File: config.mk
export PLATFORM = sky130hd
export DESIGN_NAME = multichannel_ema_smoother_with_snap_flat
export DESIGN_NICKNAME = d
export VERILOG_FILES = /design/src/rtl/mesws_pkg.sv /design/src/rtl/mesws_if.sv /design/src/rtl/multichannel_ema_smoother_with_snap.sv /design/src/rtl/mesws_cfg_regs.sv /design/src/rtl/mesws_slot_store.sv /design/src/rtl/mesws_update.sv /design/src/flat_wrapper.sv
export SDC_FILE = /design/constraint.sdc
export NUM_CORES = 2
export LEC_CHECK = 0
export ABC_AREA = 0
export BUFFER_PORTS_ARGS = -buffer_cell sky130_fd_sc_hd__buf_2
export CORE_MARGIN = 4
export CORE_UTILIZATION = 45
export CTS_CLUSTER_DIAMETER = 50
export CTS_CLUSTER_SIZE = 30
export DETAILED_ROUTE_END_ITERATION = 16
export PLACE_DENSITY_LB_ADDON = 0.25
export SLEW_MARGIN = 20
export SYNTH_ARGS = -nofsm -noshare
export SYNTH_HDL_FRONTEND = slang
export SYNTH_SLANG_ARGS = --single-unit
File: constraint.sdc
create_clock -name clk -period 21.8 [get_ports clk]
set_clock_uncertainty 0.1 [all_clocks]
set_input_delay 2.18 -clock clk [delete_from_list [all_inputs] [get_ports clk]]
set_output_delay 2.18 -clock clk [all_outputs]
set_load 0.02 [all_outputs]
File: src/rtl/mesws_pkg.sv
// shared types, constants and defaults for the multichannel ema smoother
package mesws_pkg;

  localparam int DEF_CHAIN_COUNT   = 2;
  localparam int DEF_CHANNEL_COUNT = 16;
  localparam int DEF_SAMPLE_BITS   = 16;

  localparam int ACTION_BITS  = 2;
  localparam int CHAIN_BITS   = 1;
  localparam int CHANNEL_BITS = 4;
  localparam int RATE_BITS    = 16;
  localparam int THRESH_BITS  = 16;
  localparam int CFG_IDX_BITS = 1;
  localparam int CFG_DATA_BITS = 16;

  localparam logic [THRESH_BITS-1:0] SNAP_THRESHOLD_RST = 16'd3277;
  localparam logic [RATE_BITS-1:0]   SMOOTHING_RATE_RST = 16'd6554;

  typedef enum logic [ACTION_BITS-1:0] {
    ACT_UPDATE = 2'd0,
    ACT_SEED   = 2'd1,
    ACT_READ   = 2'd2
  } action_t;

  typedef enum logic [CFG_IDX_BITS-1:0] {
    REG_SNAP_THRESHOLD = 1'b0,
    REG_SMOOTHING_RATE = 1'b1
  } cfg_reg_t;

  typedef struct packed {
    logic [THRESH_BITS-1:0] snap_threshold;
    logic [RATE_BITS-1:0]   smoothing_rate;
  } cfg_t;

endpackage

File: src/rtl/mesws_if.sv
// channel interfaces: input requests, results and configuration writes
interface mesws_in_if #(
  parameter int SAMPLE_BITS = mesws_pkg::DEF_SAMPLE_BITS
);
  logic                                valid;
  logic                                ready;
  logic [mesws_pkg::ACTION_BITS-1:0]   action;
  logic [mesws_pkg::CHAIN_BITS-1:0]    chain_index;
  logic [mesws_pkg::CHANNEL_BITS-1:0]  channel_index;
  logic [SAMPLE_BITS-1:0]              sample_value;

  modport source (output valid, action, chain_index, channel_index, sample_value,
                  input ready);
  modport sink   (input valid, action, chain_index, channel_index, sample_value,
                  output ready);
endinterface

interface mesws_out_if #(
  parameter int SAMPLE_BITS = mesws_pkg::DEF_SAMPLE_BITS
);
  logic                          valid;
  logic                          ready;
  logic [SAMPLE_BITS-1:0]        smoothed_value;
  logic signed [SAMPLE_BITS:0]   change_since_last;

  modport source (output valid, smoothed_value, change_since_last, input ready);
  modport sink   (input valid, smoothed_value, change_since_last, output ready);
endinterface

interface mesws_cfg_if;
  logic                                  valid;
  logic                                  ready;
  logic [mesws_pkg::CFG_IDX_BITS-1:0]    index;
  logic [mesws_pkg::CFG_DATA_BITS-1:0]   data;

  modport source (output valid, index, data, input ready);
  modport sink   (input valid, index, data, output ready);
endinterface

File: src/rtl/multichannel_ema_smoother_with_snap.sv
// top level: multichannel exponential moving average smoother with snap
//
//   channel  dir  contents
//   items    in   action, chain_index, channel_index, sample_value
//   results  out  smoothed_value, change_since_last
//   cfg      in   index (0 snap threshold, 1 smoothing rate), data
//
// one request a cycle while results are taken; the accepting edge loads the input
// register, and the slot read-modify-write then runs from it into the result
// register as soon as that register is free or draining
// the slot update reads and writes the store in the same cycle, so the next
// request in the input register always sees the updated slot
// rst is synchronous: clears both stores, restores register defaults
// a stalled result holds; requests keep coming in while the input register is free or moving on
module multichannel_ema_smoother_with_snap #(
  parameter int CHAIN_COUNT   = mesws_pkg::DEF_CHAIN_COUNT,
  parameter int CHANNEL_COUNT = mesws_pkg::DEF_CHANNEL_COUNT
) (
  input  logic         clk,
  input  logic         rst,
  mesws_in_if.sink     items,
  mesws_out_if.source  results,
  mesws_cfg_if.sink    cfg
);

  // sample width is the package default, as are the channel interface defaults
  localparam int SAMPLE_BITS = mesws_pkg::DEF_SAMPLE_BITS;
  localparam int SLOT_COUNT  = CHAIN_COUNT * CHANNEL_COUNT;
  localparam int SLOT_BITS   = (SLOT_COUNT > 1) ? $clog2(SLOT_COUNT) : 1;

  // configuration registers
  mesws_pkg::cfg_t regs;

  mesws_cfg_regs u_cfg_regs (
    .clk  (clk),
    .rst  (rst),
    .cfg  (cfg),
    .regs (regs)
  );

  // input register
  logic                                 req_valid;
  mesws_pkg::action_t                   req_action;
  logic [mesws_pkg::CHAIN_BITS-1:0]     req_chain;
  logic [mesws_pkg::CHANNEL_BITS-1:0]   req_channel;
  logic [SAMPLE_BITS-1:0]               req_sample;

  // result register
  logic                                 res_valid;
  logic [SAMPLE_BITS-1:0]               res_smoothed;
  logic signed [SAMPLE_BITS:0]          res_change;

  logic advance;
  logic items_take;

  // the update stage moves whenever the result register is free or draining
  assign advance    = !res_valid || results.ready;
  assign items.ready = !req_valid || advance;
  assign items_take = items.valid && items.ready;

  always_ff @(posedge clk) begin
    if (rst) begin
      req_valid <= 1'b0;
    end else if (items.ready) begin
      req_valid <= items.valid;
    end
  end

  always_ff @(posedge clk) begin
    if (items_take) begin
      req_action  <= mesws_pkg::action_t'(items.action);
      req_chain   <= items.chain_index;
      req_channel <= items.channel_index;
      req_sample  <= items.sample_value;
    end
  end

  // slot decode: chain * CHANNEL_COUNT + channel, with range check
  logic [31:0]          slot_full;
  logic [SLOT_BITS-1:0] slot;
  logic                 in_range;

  assign slot_full = 32'(req_chain) * 32'(CHANNEL_COUNT) + 32'(req_channel);
  assign slot      = slot_full[SLOT_BITS-1:0];
  assign in_range  = (32'(req_chain) < 32'(CHAIN_COUNT)) &&
                     (32'(req_channel) < 32'(CHANNEL_COUNT));

  // slot stores
  logic [SAMPLE_BITS-1:0]      rd_avg;
  logic [SAMPLE_BITS-1:0]      rd_prev;
  logic                        upd_wr_en;
  logic [SAMPLE_BITS-1:0]      upd_avg;
  logic [SAMPLE_BITS-1:0]      upd_prev;
  logic [SAMPLE_BITS-1:0]      upd_smoothed;
  logic signed [SAMPLE_BITS:0] upd_change;

  mesws_slot_store #(
    .SLOT_COUNT  (SLOT_COUNT),
    .SAMPLE_BITS (SAMPLE_BITS),
    .SLOT_BITS   (SLOT_BITS)
  ) u_slot_store (
    .clk     (clk),
    .rst     (rst),
    .rd_slot (slot),
    .rd_avg  (rd_avg),
    .rd_prev (rd_prev),
    .wr_en   (upd_wr_en && req_valid && advance),
    .wr_slot (slot),
    .wr_avg  (upd_avg),
    .wr_prev (upd_prev)
  );

  // snap-or-blend arithmetic for the request in the input register
  mesws_update #(
    .SAMPLE_BITS (SAMPLE_BITS)
  ) u_update (
    .action   (req_action),
    .in_range (in_range),
    .sample   (req_sample),
    .avg      (rd_avg),
    .prev     (rd_prev),
    .regs     (regs),
    .wr_en    (upd_wr_en),
    .new_avg  (upd_avg),
    .new_prev (upd_prev),
    .smoothed (upd_smoothed),
    .change   (upd_change)
  );

  always_ff @(posedge clk) begin
    if (rst) begin
      res_valid <= 1'b0;
    end else if (advance) begin
      res_valid <= req_valid;
    end
  end

  always_ff @(posedge clk) begin
    if (advance && req_valid) begin
      res_smoothed <= upd_smoothed;
      res_change   <= upd_change;
    end
  end

  assign results.valid             = res_valid;
  assign results.smoothed_value    = res_smoothed;
  assign results.change_since_last = res_change;

endmodule

File: src/rtl/mesws_cfg_regs.sv
// snap threshold and smoothing rate registers with their write port
module mesws_cfg_regs (
  input  logic             clk,
  input  logic             rst,
  mesws_cfg_if.sink        cfg,
  output mesws_pkg::cfg_t  regs
);

  mesws_pkg::cfg_t regs_next;

  assign cfg.ready = 1'b1;

  always_comb begin
    regs_next = regs;
    if (cfg.valid) begin
      case (mesws_pkg::cfg_reg_t'(cfg.index))
        mesws_pkg::REG_SNAP_THRESHOLD: regs_next.snap_threshold = cfg.data;
        mesws_pkg::REG_SMOOTHING_RATE: regs_next.smoothing_rate = cfg.data;
        default: regs_next = regs;
      endcase
    end
  end

  always_ff @(posedge clk) begin
    if (rst) begin
      regs.snap_threshold <= mesws_pkg::SNAP_THRESHOLD_RST;
      regs.smoothing_rate <= mesws_pkg::SMOOTHING_RATE_RST;
    end else begin
      regs <= regs_next;
    end
  end

endmodule

File: src/rtl/mesws_slot_store.sv
// per-slot average and previous-average registers, one read and one write port
module mesws_slot_store #(
  parameter int SLOT_COUNT  = mesws_pkg::DEF_CHAIN_COUNT * mesws_pkg::DEF_CHANNEL_COUNT,
  parameter int SAMPLE_BITS = mesws_pkg::DEF_SAMPLE_BITS,
  parameter int SLOT_BITS   = (SLOT_COUNT > 1) ? $clog2(SLOT_COUNT) : 1
) (
  input  logic                   clk,
  input  logic                   rst,
  input  logic [SLOT_BITS-1:0]   rd_slot,
  output logic [SAMPLE_BITS-1:0] rd_avg,
  output logic [SAMPLE_BITS-1:0] rd_prev,
  input  logic                   wr_en,
  input  logic [SLOT_BITS-1:0]   wr_slot,
  input  logic [SAMPLE_BITS-1:0] wr_avg,
  input  logic [SAMPLE_BITS-1:0] wr_prev
);

  logic [SAMPLE_BITS-1:0] avg_mem  [SLOT_COUNT];
  logic [SAMPLE_BITS-1:0] prev_mem [SLOT_COUNT];

  // out-of-range slots are never written and read data is then ignored
  assign rd_avg  = avg_mem[rd_slot];
  assign rd_prev = prev_mem[rd_slot];

  always_ff @(posedge clk) begin
    if (rst) begin
      for (int i = 0; i < SLOT_COUNT; i++) begin
        avg_mem[i]  <= '0;
        prev_mem[i] <= '0;
      end
    end else if (wr_en) begin
      avg_mem[wr_slot]  <= wr_avg;
      prev_mem[wr_slot] <= wr_prev;
    end
  end

endmodule

File: src/rtl/mesws_update.sv
// snap-or-blend update of one slot and the result it returns
module mesws_update #(
  parameter int SAMPLE_BITS = mesws_pkg::DEF_SAMPLE_BITS
) (
  input  mesws_pkg::action_t           action,
  input  logic                         in_range,
  input  logic [SAMPLE_BITS-1:0]       sample,
  input  logic [SAMPLE_BITS-1:0]       avg,
  input  logic [SAMPLE_BITS-1:0]       prev,
  input  mesws_pkg::cfg_t              regs,
  output logic                         wr_en,
  output logic [SAMPLE_BITS-1:0]       new_avg,
  output logic [SAMPLE_BITS-1:0]       new_prev,
  output logic [SAMPLE_BITS-1:0]       smoothed,
  output logic signed [SAMPLE_BITS:0]  change
);

  localparam int CMP_BITS  = (SAMPLE_BITS > mesws_pkg::THRESH_BITS) ?
                             SAMPLE_BITS : mesws_pkg::THRESH_BITS;
  localparam int PROD_BITS = SAMPLE_BITS + mesws_pkg::RATE_BITS + 2;

  logic signed [SAMPLE_BITS:0]    diff;
  logic [SAMPLE_BITS-1:0]         err;
  logic                           snap;
  logic signed [PROD_BITS-1:0]    prod;
  logic signed [SAMPLE_BITS+1:0]  step;
  logic signed [SAMPLE_BITS+1:0]  blend_sum;
  logic [SAMPLE_BITS-1:0]         blended;

  // avg*2^16 + rate*(sample-avg), floored by the arithmetic shift
  assign diff = $signed({1'b0, sample}) - $signed({1'b0, avg});
  assign err  = diff[SAMPLE_BITS] ? SAMPLE_BITS'(-diff) : diff[SAMPLE_BITS-1:0];
  assign snap = CMP_BITS'(err) > CMP_BITS'(regs.snap_threshold);

  assign prod      = $signed({1'b0, regs.smoothing_rate}) * diff;
  assign step      = prod[PROD_BITS-1:mesws_pkg::RATE_BITS];
  assign blend_sum = $signed({2'b00, avg}) + step;
  assign blended   = blend_sum[SAMPLE_BITS-1:0];

  always_comb begin
    wr_en    = 1'b0;
    new_avg  = avg;
    new_prev = prev;
    case (action)
      mesws_pkg::ACT_UPDATE: begin
        wr_en    = in_range;
        new_prev = avg;
        new_avg  = snap ? sample : blended;
      end
      mesws_pkg::ACT_SEED: begin
        wr_en    = in_range;
        new_prev = sample;
        new_avg  = sample;
      end
      default: begin
        wr_en = 1'b0;
      end
    endcase

    if (in_range) begin
      smoothed = new_avg;
      change   = $signed({1'b0, new_avg}) - $signed({1'b0, new_prev});
    end else begin
      smoothed = '0;
      change   = '0;
    end
  end

endmodule

File: src/flat_wrapper.sv
// flat-port wrapper written by rule: the top's interface ports become plain ports
module multichannel_ema_smoother_with_snap_flat 
#(
  parameter int CHAIN_COUNT   = mesws_pkg::DEF_CHAIN_COUNT,
  parameter int CHANNEL_COUNT = mesws_pkg::DEF_CHANNEL_COUNT
)
  (clk, rst, items_valid, items_action, items_chain_index, items_channel_index, items_sample_value, items_ready, results_valid, results_smoothed_value, results_change_since_last, results_ready, cfg_valid, cfg_index, cfg_data, cfg_ready);
  mesws_in_if items_i ();
  mesws_out_if results_i ();
  mesws_cfg_if cfg_i ();
  input  logic clk;
  input  logic rst;
  input wire logic [$bits(items_i.valid)-1:0] items_valid;
  input wire logic [$bits(items_i.action)-1:0] items_action;
  input wire logic [$bits(items_i.chain_index)-1:0] items_chain_index;
  input wire logic [$bits(items_i.channel_index)-1:0] items_channel_index;
  input wire logic [$bits(items_i.sample_value)-1:0] items_sample_value;
  output wire logic [$bits(items_i.ready)-1:0] items_ready;
  output wire logic [$bits(results_i.valid)-1:0] results_valid;
  output wire logic [$bits(results_i.smoothed_value)-1:0] results_smoothed_value;
  output wire logic [$bits(results_i.change_since_last)-1:0] results_change_since_last;
  input wire logic [$bits(results_i.ready)-1:0] results_ready;
  input wire logic [$bits(cfg_i.valid)-1:0] cfg_valid;
  input wire logic [$bits(cfg_i.index)-1:0] cfg_index;
  input wire logic [$bits(cfg_i.data)-1:0] cfg_data;
  output wire logic [$bits(cfg_i.ready)-1:0] cfg_ready;
  assign items_i.valid = items_valid;
  assign items_i.action = items_action;
  assign items_i.chain_index = items_chain_index;
  assign items_i.channel_index = items_channel_index;
  assign items_i.sample_value = items_sample_value;
  assign items_ready = items_i.ready;
  assign results_valid = results_i.valid;
  assign results_smoothed_value = results_i.smoothed_value;
  assign results_change_since_last = results_i.change_since_last;
  assign results_i.ready = results_ready;
  assign cfg_i.valid = cfg_valid;
  assign cfg_i.index = cfg_index;
  assign cfg_i.data = cfg_data;
  assign cfg_ready = cfg_i.ready;
  multichannel_ema_smoother_with_snap #(.CHAIN_COUNT(CHAIN_COUNT), .CHANNEL_COUNT(CHANNEL_COUNT)) u_core (.clk(clk), .rst(rst), .items(items_i), .results(results_i), .cfg(cfg_i));
endmodule
==> results_dict.tcl <==
set metrics [dict create \
    dpl.hpwl_um 115400 \
    cts_buffers 108 \
    rsz0062_at_grt "no" \
    drtIter0Drc 5698 \
    wl_per_cell_um 30.17 \
    synth_cells 4597 \
    fp-row-count 132 \
    globalplace.congestion 0.8932 \
    final-hold-violation-count 0 \
    clock_path_buffers 3 \
    cts_resized 0 \
    die_w_um 369.4 \
    grt_pass1_vias 39020 \
    ys_warn_count 0 \
    netlist_area_sq_um 58770 \
    crit_type "register to register" \
    cts_num_sinks 1114 \
    nNetsFinal 5005 \
    drc_errors 0 \
    cap_violations 0 \
    placed_area_sq_um 61390 \
    grt_pass1_wl_um 277800 \
    fillerInstances 11090 \
    avgViaCountPerCell 6.122 \
    worstSkewPairLatency_ps 770 \
    cts.clk_slew.worst_paths_ps 70 \
    slew_violations 0 \
    synth_edf_count 1080 \
    die_area_sq_um 136400 \
    synth_fp_nets 5032 \
    regArea_sq_um 33110 \
    tightest_slew_ps 1179 \
    yosysTopAreaCell "edfxtp_1" \
    hold_buffers 0 \
    max_freq_mhz 65.31 \
    drive_gt1_share_pct 16.44 \
    port_buffers 79 \
    syn_to_final_growth_pct 11.21 \
    io_pins 81 \
    multi_input_area_sq_um 23420 \
    synth_seq_cells 1114 \
    slowest_delay_ps 750 \
    ys_seq_area_share_pct 56.35 \
    ys_async_sr_fraction_pct 0 \
    dr.pass1.iters 7 \
    cp-start-kind "register" \
    cts_setup_buffers 0 \
    die_h_um 369.4 \
    ys_types 77 \
    fin_setup_tns_ps 0 \
    cts_tree "done" \
    setup.worst_path.end_class "register" \
    via_count 39240 \
    wl_um 193400 \
    gr-total-overflow 0 \
    min_period_ps 15310 \
    yosys.area.top_type_share_pct 55.19 \
    period_share_pct 70.24 \
    core_sq_um 129600 \
    final_common_cell "edfxtp_1" \
    required_ps 22220 \
    synth_area_leaders "edfxtp_1 55%, mux4_2 9.2%, fa_1 7.2%" \
    status "completed" \
    antenna_found_initial 1 \
    avgSynthCellArea_sq_um 12.78 \
    htreeDepth 3 \
    synth_ff_type "edfxtp_1" \
    root_buffer "clkbuf_16" \
    crit_slowest_cell "xor2_2" \
    ant_nets 0 \
    crit_arrival_ps 15730 \
    slew_headroom_pct 21.18 \
    start_util_pct 45.33 \
    finalInstanceArea_sq_um 65350 \
    grt_usage_pct 28.24 \
    layout_common_cells "1080 x edfxtp_1, 1068 x nor2_1, 330 x inv_1" \
    setup_viol 0 \
    worst_path_most_repeated_cell "fa_1" \
    grt_max_degree 98 \
    hp-class "register to register" \
    crit_fanout 75 \
]
metal layers:
metal | share of wire [%] | global-route usage [%] | up-vias
li1 | - | - | 16070
met1 | 37 | 38.17 | 20050
met2 | 46 | 44.41 | 2590
met3 | 12 | 6.602 | 534
met4 | 4.9 | 11.25 | 0
met5 | 0 | 0 | -
registers in the layout, summed over array words and instances (netlist names):
name                              cells
u_core.u_slot_store.avg_mem         512
u_core.u_slot_store.prev_mem        512
u_core.u_cfg_regs.regs               32
u_core.results.change_since_last     17
u_core.req_sample                    16
u_core.results.smoothed_value        16
u_core.req_channel                    4
u_core.req_action                     2
u_core.req_chain                      1
u_core.req_valid                      1
u_core.results.valid                  1
worst max-delay path, delay by kind of cell (launching register included):
family | cells | cell delay, ps
XOR/XNOR | 4 | 1120
flip-flops | 1 | 400
multiplexers | 2 | 890
adder cells (fa/ha/maj) | 11 | 4390
buffers and inverters | 8 | 1540
AND/OR/NAND/NOR | 7 | 1490
AO/OA/AOI/OAI | 19 | 4950
synthesized netlist by cell type, types with 62 or more instances:
master,n
ha_1,179
edfxtp_1,1080
nand2_1,293
a21oi_1,110
fa_1,211
nor2_1,1070
inv_1,330
and2_1,117
mux4_2,240
buf_2,86
a22oi_1,62
clkbuf_1,243
worst paths after layout:
kind / start / endpoint / slack (ps) / cells past startpoint
max: u_core.req_channel[0] / u_core.results.change_since_last[15] / 6490 / 51
min: u_core.u_cfg_regs.regs[31] / u_core.u_cfg_regs.regs[31] / 360 / 2
max reg2reg: u_core.req_channel[0] / u_core.results.change_since_last[15] / 6490 / 51
min reg2reg: u_core.u_cfg_regs.regs[31] / u_core.u_cfg_regs.regs[31] / 360 / 2
kinds of logic (layout without fill, tap and decap cells):
group           Yosys count  in the layout  share of synthesized area, %
mux                     288            288                         10.43
flops                  1114           1114                         56.35
buf+inv                 684            753                         4.748
other cells               1              3                      0.006381
fa+ha+maj               390            390                         11.00
xor+xnor                 75             75                         1.131
simple gates           1671           1671                         12.03
compound gates          374            374                         4.312
metrics by stage:
stage / hold slack, ps / util (%) / worst slack [ps] / instances
3_5_place_dp: 350.2 / 47.35 / 6542 / 6201
5_1_grt: 389.3 / 50.40 / 5541 / 6408
6_report: 361.1 / 50.41 / 6488 / 6410
4_1_cts: 362.2 / 50.40 / 6530 / 6407
3_3_place_gp: 345.5 / 47.35 / 6720 / 6201
2_1_floorplan: 336.3 / - / 8693 / 4597
final cells by class:
class | count | area share (%)
multi-input cells | 2799 | 35.83
inverters | 332 | 1.907
repair buffers | 215 | 2.206
clock buffers | 111 | 4.185
clock inverters | 95 | 1.863
well taps | 1742 | 3.335
diodes | 2 | 0.007658
flip-flops and latches | 1114 | 50.67
Power is left out: the tool's default activity adds up to more than one toggle a clock period on the data nets, which glitch-free logic cannot reach.
